==> config.mk <==
export PLATFORM = sky130hd
export DESIGN_NAME = bounded_deque_top
export DESIGN_NICKNAME = d
export VERILOG_FILES = /design/src/design/bdq_pkg.sv /design/src/design/bdq_ctrl.sv /design/src/design/bdq_dpath.sv /design/src/design/bounded_deque_top.sv
export SDC_FILE = /design/constraint.sdc
export NUM_CORES = 2
export LEC_CHECK = 0
export BUFFER_PORTS_ARGS = -buffer_cell sky130_fd_sc_hd__buf_2
export CORE_ASPECT_RATIO = 0.7
export CORE_MARGIN = 2
export CORE_UTILIZATION = 55
export CTS_BUF_LIST = sky130_fd_sc_hd__clkbuf_4 sky130_fd_sc_hd__clkbuf_8 sky130_fd_sc_hd__clkbuf_16
export DETAILED_ROUTE_END_ITERATION = 10
export PLACE_DENSITY = 0.74
export SYNTH_ARGS = -nofsm -noshare
export SYNTH_HDL_FRONTEND = slang
export SYNTH_SLANG_ARGS = --single-unit
==> constraint.sdc <==
create_clock -name clk -period 4.4 [get_ports clk]
set_input_delay 0.88 -clock clk [delete_from_list [all_inputs] [get_ports clk]]
set_output_delay 0.88 -clock clk [all_outputs]
set_load 0.01 [all_outputs]
==> src/design/bdq_pkg.sv <==
// bdq_pkg: shared types, constants and ring arithmetic for the bounded deque.
// Used by the controller, the datapath, the top level and the checker.
package bdq_pkg;

  localparam int DEPTH   = 64;
  localparam int IDX_W   = (DEPTH > 1) ? $clog2(DEPTH) : 1;
  localparam int CNT_W   = $clog2(DEPTH + 1);
  localparam int DATA_W  = 32;
  localparam int OP_W    = 3;
  localparam int STAT_W  = 2;
  localparam int COUNT_W = 7;

  typedef enum logic [OP_W-1:0] {
    OP_PUSH_FRONT = 3'd0,
    OP_PUSH_BACK  = 3'd1,
    OP_POP_FRONT  = 3'd2,
    OP_POP_BACK   = 3'd3,
    OP_LIST       = 3'd4,
    OP_CLEAR      = 3'd5
  } op_t;

  typedef enum logic [STAT_W-1:0] {
    ST_OK    = 2'd0,
    ST_EMPTY = 2'd1,
    ST_FULL  = 2'd2
  } status_t;

  typedef enum logic [1:0] {
    S_IDLE,
    S_POP,
    S_LIST
  } state_t;

  // Controller to datapath commands
  typedef struct packed {
    logic    wr_front;
    logic    wr_back;
    logic    rd_front;
    logic    rd_back;
    logic    do_clear;
    logic    list_start;
    logic    list_step;
    logic    load_out;
    logic    out_from_mem;
    logic    out_last;
    status_t out_status;
  } cmd_t;

  // Datapath to controller status
  typedef struct packed {
    logic empty;
    logic full;
    logic list_last;
    logic out_free;
  } stat_t;

  // (idx + off) mod DEPTH, for off below DEPTH
  function automatic logic [IDX_W-1:0] ring_add(input logic [IDX_W-1:0] idx,
                                                input logic [CNT_W-1:0] off);
    logic [CNT_W:0] sum;
    sum = (CNT_W+1)'(idx) + (CNT_W+1)'(off);
    if (sum >= (CNT_W+1)'(DEPTH)) begin
      sum = sum - (CNT_W+1)'(DEPTH);
    end
    return IDX_W'(sum);
  endfunction

endpackage

==> src/design/bdq_ctrl.sv <==
// bdq_ctrl: controller state machine of the bounded deque.
// Depends on bdq_pkg; drives the datapath through cmd_t and reads stat_t.
module bdq_ctrl (
  input  logic                       clk,
  input  logic                       rst,
  input  logic                       in_valid,
  output logic                       in_stall,
  input  logic [bdq_pkg::OP_W-1:0]   op,
  input  bdq_pkg::stat_t             st,
  output bdq_pkg::cmd_t              cmd
);
  import bdq_pkg::*;

  state_t state, state_next;
  logic   accept;

  assign accept = (state == S_IDLE) && in_valid && st.out_free;

  // State register
  always_ff @(posedge clk) begin
    if (rst) begin
      state <= S_IDLE;
    end else begin
      state <= state_next;
    end
  end

  // Next state
  always_comb begin
    state_next = state;
    case (state)
      S_IDLE: begin
        if (accept) begin
          if ((op == OP_POP_FRONT || op == OP_POP_BACK) && !st.empty) begin
            state_next = S_POP;
          end else if (op == OP_LIST && !st.empty) begin
            state_next = S_LIST;
          end
        end
      end
      S_POP: begin
        state_next = S_IDLE;
      end
      S_LIST: begin
        if (st.out_free && st.list_last) begin
          state_next = S_IDLE;
        end
      end
      default: begin
        state_next = S_IDLE;
      end
    endcase
  end

  // Outputs
  always_comb begin
    cmd      = '0;
    in_stall = 1'b1;
    case (state)
      S_IDLE: begin
        in_stall = !st.out_free;
        if (accept) begin
          cmd.out_last = 1'b1;
          case (op)
            OP_PUSH_FRONT, OP_PUSH_BACK: begin
              cmd.load_out = 1'b1;
              if (st.full) begin
                cmd.out_status = ST_FULL;
              end else begin
                cmd.out_status = ST_OK;
                cmd.wr_front   = (op == OP_PUSH_FRONT);
                cmd.wr_back    = (op == OP_PUSH_BACK);
              end
            end
            OP_POP_FRONT, OP_POP_BACK: begin
              if (st.empty) begin
                cmd.load_out   = 1'b1;
                cmd.out_status = ST_EMPTY;
              end else begin
                cmd.rd_front = (op == OP_POP_FRONT);
                cmd.rd_back  = (op == OP_POP_BACK);
              end
            end
            OP_LIST: begin
              if (st.empty) begin
                cmd.load_out   = 1'b1;
                cmd.out_status = ST_EMPTY;
              end else begin
                cmd.list_start = 1'b1;
              end
            end
            OP_CLEAR: begin
              cmd.do_clear   = 1'b1;
              cmd.load_out   = 1'b1;
              cmd.out_status = ST_OK;
            end
            default: begin
              // unused codes: no state change, plain ok result
              cmd.load_out   = 1'b1;
              cmd.out_status = ST_OK;
            end
          endcase
        end
      end
      S_POP: begin
        // output register was free at accept, so it is empty now
        cmd.load_out     = 1'b1;
        cmd.out_from_mem = 1'b1;
        cmd.out_last     = 1'b1;
        cmd.out_status   = ST_OK;
      end
      S_LIST: begin
        if (st.out_free) begin
          cmd.load_out     = 1'b1;
          cmd.out_from_mem = 1'b1;
          cmd.out_last     = st.list_last;
          cmd.out_status   = ST_OK;
          cmd.list_step    = !st.list_last;
        end
      end
      default: begin
        in_stall = 1'b1;
      end
    endcase
  end

endmodule

==> src/design/bdq_dpath.sv <==
// bdq_dpath: ring store, front/count registers, list walker and result register.
// Depends on bdq_pkg; controlled by bdq_ctrl through cmd_t.
module bdq_dpath (
  input  logic                          clk,
  input  logic                          rst,
  input  logic [bdq_pkg::DATA_W-1:0]    value,
  input  bdq_pkg::cmd_t                 cmd,
  output bdq_pkg::stat_t                st,
  output logic                          out_valid,
  input  logic                          out_stall,
  output logic [bdq_pkg::DATA_W-1:0]    value_out,
  output logic [bdq_pkg::STAT_W-1:0]    status,
  output logic [bdq_pkg::COUNT_W-1:0]   item_count,
  output logic                          last
);
  import bdq_pkg::*;

  logic [DATA_W-1:0] mem [DEPTH];
  logic [DATA_W-1:0] rd_data;

  logic [IDX_W-1:0]  front, front_next;
  logic [CNT_W-1:0]  total, total_next;
  logic [CNT_W-1:0]  list_idx;
  logic [CNT_W-1:0]  list_idx_inc;

  logic              wr_en, rd_en;
  logic [IDX_W-1:0]  wr_addr, rd_addr;
  logic [IDX_W-1:0]  front_dec;

  assign front_dec    = ring_add(front, CNT_W'(DEPTH - 1));
  assign list_idx_inc = list_idx + 1'b1;

  // Status to controller
  assign st.empty     = (total == '0);
  assign st.full      = (total == CNT_W'(DEPTH));
  assign st.list_last = (list_idx_inc == total);
  assign st.out_free  = !out_valid || !out_stall;

  // Store addressing
  always_comb begin
    wr_en   = cmd.wr_front || cmd.wr_back;
    wr_addr = cmd.wr_front ? front_dec : ring_add(front, total);
    rd_en   = cmd.rd_front || cmd.rd_back || cmd.list_start || cmd.list_step;
    if (cmd.rd_back) begin
      rd_addr = ring_add(front, total - 1'b1);
    end else if (cmd.list_step) begin
      rd_addr = ring_add(front, list_idx_inc);
    end else begin
      rd_addr = front;
    end
  end

  // Ring store: one write port, one registered read port
  always_ff @(posedge clk) begin
    if (wr_en) begin
      mem[wr_addr] <= value;
    end
    if (rd_en) begin
      rd_data <= mem[rd_addr];
    end
  end

  // Front and count update
  always_comb begin
    front_next = front;
    total_next = total;
    if (cmd.do_clear) begin
      front_next = '0;
      total_next = '0;
    end else if (cmd.wr_front || cmd.wr_back) begin
      total_next = total + 1'b1;
      if (cmd.wr_front) begin
        front_next = front_dec;
      end
    end else if (cmd.rd_front || cmd.rd_back) begin
      total_next = total - 1'b1;
      if (cmd.rd_front) begin
        front_next = ring_add(front, CNT_W'(1));
      end
    end
  end

  always_ff @(posedge clk) begin
    if (rst) begin
      front <= '0;
      total <= '0;
    end else begin
      front <= front_next;
      total <= total_next;
    end
  end

  // List walker offset
  always_ff @(posedge clk) begin
    if (cmd.list_start) begin
      list_idx <= '0;
    end else if (cmd.list_step) begin
      list_idx <= list_idx_inc;
    end
  end

  // Result register
  always_ff @(posedge clk) begin
    if (rst) begin
      out_valid <= 1'b0;
    end else if (cmd.load_out) begin
      out_valid <= 1'b1;
    end else if (!out_stall) begin
      out_valid <= 1'b0;
    end
  end

  always_ff @(posedge clk) begin
    if (cmd.load_out) begin
      value_out  <= cmd.out_from_mem ? rd_data : '0;
      status     <= STAT_W'(cmd.out_status);
      item_count <= COUNT_W'(total_next);
      last       <= cmd.out_last;
    end
  end

endmodule

==> src/design/bounded_deque_top.sv <==
// bounded_deque_top: double-ended queue of 32-bit values in a ring store.
// Instantiates bdq_ctrl and bdq_dpath; types and constants from bdq_pkg.
//
//   channel  direction  handshake           payload
//   input    in         in_valid/in_stall   op, value
//   result   out        out_valid/out_stall value_out, status, item_count, last
//
// Push, clear and unused op codes load their result at accept; a pop goes
// through S_POP, since the ring store's read port is registered. List walks
// the elements in S_LIST, all reads going through that single read port.
// Reset (rst, synchronous) clears the front index, the count and the result
// valid; the store itself is not cleared and needs no clearing pass.
// A stalled result holds; a new transaction is taken in S_IDLE once the result
// register is empty or draining in the same cycle.
module bounded_deque_top (
  input  logic                          clk,
  input  logic                          rst,
  input  logic                          in_valid,
  output logic                          in_stall,
  input  logic [bdq_pkg::OP_W-1:0]      op,
  input  logic [bdq_pkg::DATA_W-1:0]    value,
  output logic                          out_valid,
  input  logic                          out_stall,
  output logic [bdq_pkg::DATA_W-1:0]    value_out,
  output logic [bdq_pkg::STAT_W-1:0]    status,
  output logic [bdq_pkg::COUNT_W-1:0]   item_count,
  output logic                          last
);
  import bdq_pkg::*;

  cmd_t  cmd;
  stat_t st;

  bdq_ctrl u_ctrl (
    .clk      (clk),
    .rst      (rst),
    .in_valid (in_valid),
    .in_stall (in_stall),
    .op       (op),
    .st       (st),
    .cmd      (cmd)
  );

  bdq_dpath u_dpath (
    .clk        (clk),
    .rst        (rst),
    .value      (value),
    .cmd        (cmd),
    .st         (st),
    .out_valid  (out_valid),
    .out_stall  (out_stall),
    .value_out  (value_out),
    .status     (status),
    .item_count (item_count),
    .last       (last)
  );

endmodule

Word level (Yosys, flattened, before mapping)
Memory sizes are Yosys's and may differ from the RTL's. A register that Yosys moved wholly into a read port is not among the register bits.
Cells that the tools add are included.
{"block": "totals", "wordCells": 115, "output_inout_bits": 44, "latchBits": 0, "reg_bits": 65, "romBits": 0, "mem_bits_rw": 2048, "memories": 1, "input_bits": 39}
{"memory": "u_dpath.mem", "words": 64, "width": 32, "rd": 1, "rd_ports_with_merged_regs": 1, "wr": 1, "line": "bdq_dpath.sv:18", "text": "logic [DATA_W-1:0] mem [DEPTH];"}
{"block": "op_classes", "n_shift": 0, "n_mux": 46, "order_cmp": 5, "div_mod_pow": 0, "n_mul": 0, "n_reduce_logical": 27, "add_sub_neg": 13, "bitwise": 0, "eq_ne": 14}
{"operator": "6-bit 2-to-1 mux", "count": 15}
{"operator": "6-bit by 1-bit subtractor with 6-bit output, second input constant", "count": 5}
{"operator": "6-bit by 7-bit adder with 8-bit output", "count": 3}
{"operator": "8-bit by 7-bit greater-or-equal comparator with 1-bit output, second input constant", "count": 3}
{"operator": "7-bit 2-to-1 mux", "count": 3}
{"operator": "2-bit 2-to-1 mux", "count": 9}
{"operator": "7-bit by 1-bit adder with 7-bit output, second input constant", "count": 2}
{"operator": "7-bit greater-or-equal comparator, second input constant", "count": 2}
{"operator": "1-bit 2-to-1 mux", "count": 13}
{"operator": "3-bit one-hot mux with 3 select lines", "count": 1}
{"operator": "2-bit by 1-bit inequality test with 1-bit output, second input constant", "count": 4}
{"operator": "2-bit one-hot mux with 2 select lines", "count": 2}
{"operator": "6-bit by 1-bit adder with 7-bit output, second input constant", "count": 1}
{"operator": "6-bit by 6-bit adder with 7-bit output, second input constant", "count": 1}
{"operator": "7-bit == test", "count": 1}
{"operator": "7-bit == test, second input constant", "count": 1}
{"operator": "7-bit logical NOT", "count": 1}
{"operator": "7-bit by 1-bit subtractor with 7-bit output, second input constant", "count": 1}
{"operator": "3-bit by 2-bit == test with 1-bit output, second input constant", "count": 2}
{"operator": "3-bit == test, second input constant", "count": 2}
{"operator": "1-bit logical OR", "count": 6}
{"operator": "3-bit AND reduction", "count": 2}
{"operator": "2-bit OR reduction", "count": 3}
{"operator": "1-bit logical AND", "count": 5}
{"operator": "12 further kinds", "count": 17}

Logic depth before layout (Yosys ltp)
{"block": "logic_depth", "ltp_word": 9, "mapped_depth": 18, "ltp_nobuf": 15}

Cells and area by module
Synthesis repeated with hierarchy kept, for this count alone.
{"block": "hier_totals", "hier_cells": 3950, "area_unflattened_um2": 84208.3}
{"mod": "bdq_dpath", "seq_area_each_um2": 64141.5, "area_per_inst_um2": 83869.2, "n_inst": 1, "cells_each": 3903}
{"mod": "bdq_ctrl", "seq_area_each_um2": 40.0, "area_per_inst_um2": 339.1, "n_inst": 1, "cells_each": 47}

Worst setup path after synthesis
Ideal clock, no wire load.
{"block": "synth_timing", "kind": "input-to-reg", "start": "input port out_stall", "end": "memory u_dpath.mem[52][0] (enable)", "path_buffers": 1, "t_required_ps": 3979, "t_arrival_ps": 4116, "setup_slack_ps": -137, "stages": 9, "setup_ps": 421, "path_cell_list": "nand2_1 > nand3_1 > a2111oi_0 > nand2b_1 > clkbuf_1 > o21a_1 > nor2_1 > nand2_1 > nor2_1"}
{"block": "synth_between", "elab_chain_cells": 8, "word_cells_on_any_way": 9, "classes_between": "mux: 5; reduce/logical: 4"}
{"element": "start: declaration", "line": "bounded_deque_top.sv:23", "text": "input logic out_stall,"}
{"element": "1-bit logical NOT *", "line": "bdq_dpath.sv:37", "text": "assign st.out_free = !out_valid || !out_stall;"}
{"element": "1-bit logical OR *", "line": "bdq_dpath.sv:37"}
{"element": "1-bit logical AND *", "line": "bdq_ctrl.sv:17", "text": "assign accept = (state == S_IDLE) && in_valid && st.out_free;"}
{"element": "6-bit 2-to-1 mux *", "line": "bdq_ctrl.sv:62", "text": "if (accept) begin"}
{"element": "6-bit 2-to-1 mux *", "line": "bdq_ctrl.sv:59", "text": "case (state)"}
{"element": "1-bit logical OR", "line": "bdq_dpath.sv:41", "text": "wr_en = cmd.wr_front || cmd.wr_back;"}
{"element": "1-bit 2-to-1 mux", "line": "bdq_dpath.sv:55", "text": "if (wr_en) begin"}
{"element": "1-bit 2-to-1 mux (implied by the code)", "line": "bdq_dpath.sv:56", "text": "mem[wr_addr] <= value;"}
{"element": "end: declaration", "line": "bdq_dpath.sv:18"}
Mark *: on every way between the ends. The rest lies on a longest branch, timed or not.

Worst setup path after layout
{"block": "layout_timing", "start": "register u_dpath.total[0]", "end": "register u_dpath.rd_data[3] (read register of u_dpath.mem) (data pin)"}
{"block": "layout_between", "elab_chain_cells": 8, "word_cells_on_any_way": 21, "classes_between": "add/sub: 3; order compare: 1; eq/ne: 1; mux: 11; reduce/logical: 5"}
{"element": "start: declaration", "line": "bdq_dpath.sv:22", "text": "logic [CNT_W-1:0] total, total_next;"}
{"element": "start signal: assignment", "line": "bdq_dpath.sv:89", "text": "total <= total_next;"}
{"element": "parallel branches: the longest is 8 deep, another holds 6-bit by 7-bit adder with 8-bit output"}
{"element": "end: declaration", "line": "bdq_dpath.sv:19", "text": "logic [DATA_W-1:0] rd_data;"}
Several ways; the timed one is not identified.
A chain may end at the register's enable or synchronous reset.

==> results by group <==
Run status
  • Status: finished with violations
  • Failing checks: negative setup slack

Logic synthesis
  • Synth top area share: 0.7509
  • Post-synth net total: 5855
  • Avg Cell Area, Syn: ~15 µm²
  • Ys Warns: 0
  • Syn Inst Count: 5789
  • Ys async rst share: 0
  • #FFs+latches synth: 2145
  • Synth Flop Type: edfxtp_1
  • Synth Cell Area: 0.08487 mm²
  • Synth cell count leaders: edfxtp_1 (2122), nand2_1 (1243), nand3_1 (420)
  • Area leader, netlist: edfxtp_1
  • Synth area leaders: edfxtp_1 (75%), nand2_1 (5.5%), mux2i_1 (3.6%)
  • Count leader, synth: edfxtp_1
  • Sequential cell area fraction in the yosys report: 0.7563
  • Synth unique cells: just over 70
  • Post-synth EDFFs: 2122

Clocking
  • CTS H-tree lvls: 4
  • Count of hold-fix buffers inserted at cts: 0
  • Worst skew pair latency: 0.85 ns
  • Clk buf depth: 3
  • Root Buffer: clkbuf_16
  • Clock sink count: 2145
  • Clock slew at reported path FFs: 0.07 ns
  • TritonCTS clock tree: yes
  • CTS buffer count: 190

Placed design
  • IO buf count: between 80 and 90
  • Placed Area: 0.09333 mm²
  • DP Cell Count: 8105
  • Placer Congestion: 0.9150
  • DP Worst Slack: -1.035 ns
  • HPWL after DPL: 152100 µm

Drt
  • WL final: roughly 270000 µm
  • Remaining routing DRC violations: 0
  • DR pass1 iterations: 6
  • DR vias/cell: 6.641
  • Number of routed nets with antenna violations: 0
  • WL/cell: roughly 31 µm
  • Vias: 57290
  • Initial drt markers: 10060

STA
  • Fmax achieved: 0.2064 GHz
  • Slew Limit Fails: 0
  • RSZ-0062 raised after global routing: true
  • Crit share post-route: 1.101
  • Worst setup margin: -0.4458 ns
  • Worst-margin pin slew: 1.352 ns
  • Final TNS setup: -3.535 ns
  • Slew Limit Headroom: 0.09894
  • Fin. Hold Viols: 0
  • Final-report setup violation count: 21
  • Final min period: 4.846 ns
  • Max Clock Skew: 0.03151 ns

Final layout
  • Fraction of layout cells with a size suffix above 1: 0.2279
  • Final Core Density: 0.6775
  • Area grow syn2layout: 22.26%
  • Non-Filler Instances: 8627
  • Final Net Count: 6516
  • Final Instance Area: 0.1038 mm²

Global route
  • Total gr overflow: 0
  • First-pass GRT wire length: ~370000 µm
  • Total GRT Usage: 0.3270
  • Initial antenna violation count: 18
  • Largest net degree at the start of global routing: 69
  • Via count of the first global-routing pass: between 50000 and 60000

Worst setup path
  • Most common cell on crit path: buf_12
  • CP cell instances: inv_2 > ha_4 > or3b_4 > buf_6 > xnor2_1 > ha_1 > a21oi_2 > xnor2_2 > o32ai_4 > buf_12 > xnor2_4 > nor3_4 > buf_12 > a22oi_2 > nand4_1 > buf_4 > or4_1
  • CP Launch Type: register
  • Crit Path Max Fanout: 6
  • CP endpoint kind: register
  • Req. time, crit path: 4.99 ns
  • CP bufs+invs: 5
  • Cell family with most CP delay: simple AND/OR/NAND/NOR gates
  • Cell at the slowest stage of the critical path: nand4_1
  • Crit path DAT: 5.43 ns
  • Worst Setup Path Type: register to register
  • Slowest stage delay, CP: 0.61 ns

Power
  • Logic pwr share: 0.353
  • Internal: around 0.041 W
  • Sw Ratio: 0.3364
  • Net Switching: 0.02088 W
  • Worst vdd ir: 454.2 µV
  • Clock power frac: 0.273
  • Flop pwr share: 0.374
  • Power per cell area: 598.2 mW/mm²
  • Leakage: 37.17 nW

Floorplan
  • Die Wd: 473.5 µm
  • Total die area: roughly 0.16 mm²
  • IO Count: between 80 and 90
  • Die Y: 332.7 µm
  • Starting density of the core: 0.5541
  • Core area: approximately 0.15 mm²
  • Rows: 120

Flow run
  • Max Cap Viol: 0

Worst hold path
  • Hold crit path type: primary input to register
-- metrics by stage --
| step | total power, W | hold slack, ns |
|---|---|---|
| after floorplan | 0.03305 | 0.4598 |
| after global placement | 0.04088 | 0.4870 |
| after detailed placement | 0.04123 | 0.5117 |
| after CTS | 0.05921 | 0.2402 |
| after global routing | 0.06374 | 0.3541 |
| final | 0.06207 | 0.2875 |
-- cell usage in the layout, fill, tap and decap left out, types with 32 or more instances in the layout --
cell type and instances:
mux2i_1 296, buf_12 187, a32oi_1 101, buf_4 466, nand3_1 401, and2_1 35
a211oi_1 75, buf_2 82, nor2_1 54, a221o_1 54, nor2_4 73, and3_1 139
nand2_1 1215, clkbuf_16 209, clkinv_1 42, buf_6 62, edfxtp_1 2122, clkbuf_4 44
nand4_1 61, a21oi_1 64, a211oi_2 32, a31oi_1 131, a221oi_1 34
-- power groups by stage --
stage / Clock, W / Sequential, W / Combinational (W)
finish: 0.0169 / 0.0232 / 0.0219
global route: 0.0177 / 0.0233 / 0.0228
CTS: 0.0169 / 0.0232 / 0.0191
detailed placement: 0 / 0.0237 / 0.0176
global placement: 0 / 0.0237 / 0.0172
floorplan: 0 / 0.0237 / 0.00935
-- flip-flops by register name, indices dropped and copies added, names as in the netlist --
name,count
u_ctrl.state,2
u_dpath.front,6
u_dpath.item_count,7
u_dpath.last,1
u_dpath.list_idx,7
u_dpath.mem,2048
u_dpath.out_valid,1
u_dpath.rd_data,32
u_dpath.status,2
u_dpath.total,7
u_dpath.value_out,32
-- worst reg2reg max path: stages, from the launching register on --
cell	delay (ns)
dfxtp_2	0.32
inv_2	0.07
ha_4	0.14
or3b_4	0.42
buf_6	0.14
xnor2_1	0.12
ha_1	0.33
a21oi_2	0.20
xnor2_2	0.17
o32ai_4	0.13
buf_12	0.16
xnor2_4	0.33
nor3_4	0.18
buf_12	0.17
a22oi_2	0.24
nand4_1	0.61
buf_4	0.37
or4_1	0.49
-- repair_timing --
item                                    in CTS  in global routing
resized for setup                          189                304
cloned                                       9                 16
endpoints found under the setup margin      32                 34
pin swaps                                   72                128
buffers inserted                            87                 75
-- metal layers --
layer	GRT usage	routed length [µm]	vias up
met3	0.09656	42010	687
met4	0.1155	10160	10
li1	-	-	23570
met5	0	59	-
met2	0.4680	116100	4834
met1	0.4789	99360	28190
-- logic make-up (layout without fill, tap and decap cells) --
family                     count (synthesis)  count (layout)  synth area share
buffers and inverters                    393            1209           0.02157
and+or+nand+nor                         2129            2129            0.1109
DFF                                     2145            2145            0.7563
adders and majority gates                 27              27          0.004246
other                                      0               9                 0
xor gates and xnor gates                  45              45          0.004821
muxes                                    306             306           0.03609
AOI/OAI and AO/OA                        744             744           0.06605
-- final timing paths --
check | startpoint | endpoint | slack, ns | cells past startpoint
worst max-delay path | u_dpath.total[0] | u_dpath.rd_data[3] | -0.45 | 17
worst min-delay path | out_stall | u_dpath.out_valid | 0.29 | 3
worst max register to register | u_dpath.total[0] | u_dpath.rd_data[3] | -0.45 | 17
worst min register to register | u_dpath.out_valid | u_dpath.out_valid | 0.53 | 2
-- final cells by class --
type | instances | area [µm²]
clock inverter | 110 | 1059
inverter | 17 | 63.81
clock buffer | 237 | 5160
sequential | 2145 | 64190
timing repair buffer | 845 | 9462
antenna | 9 | 22.52
fill | 9745 | 49390
multi-input combinational | 3251 | 21280
tap | 2013 | 2519
Power figures use the tool's default switching activity.
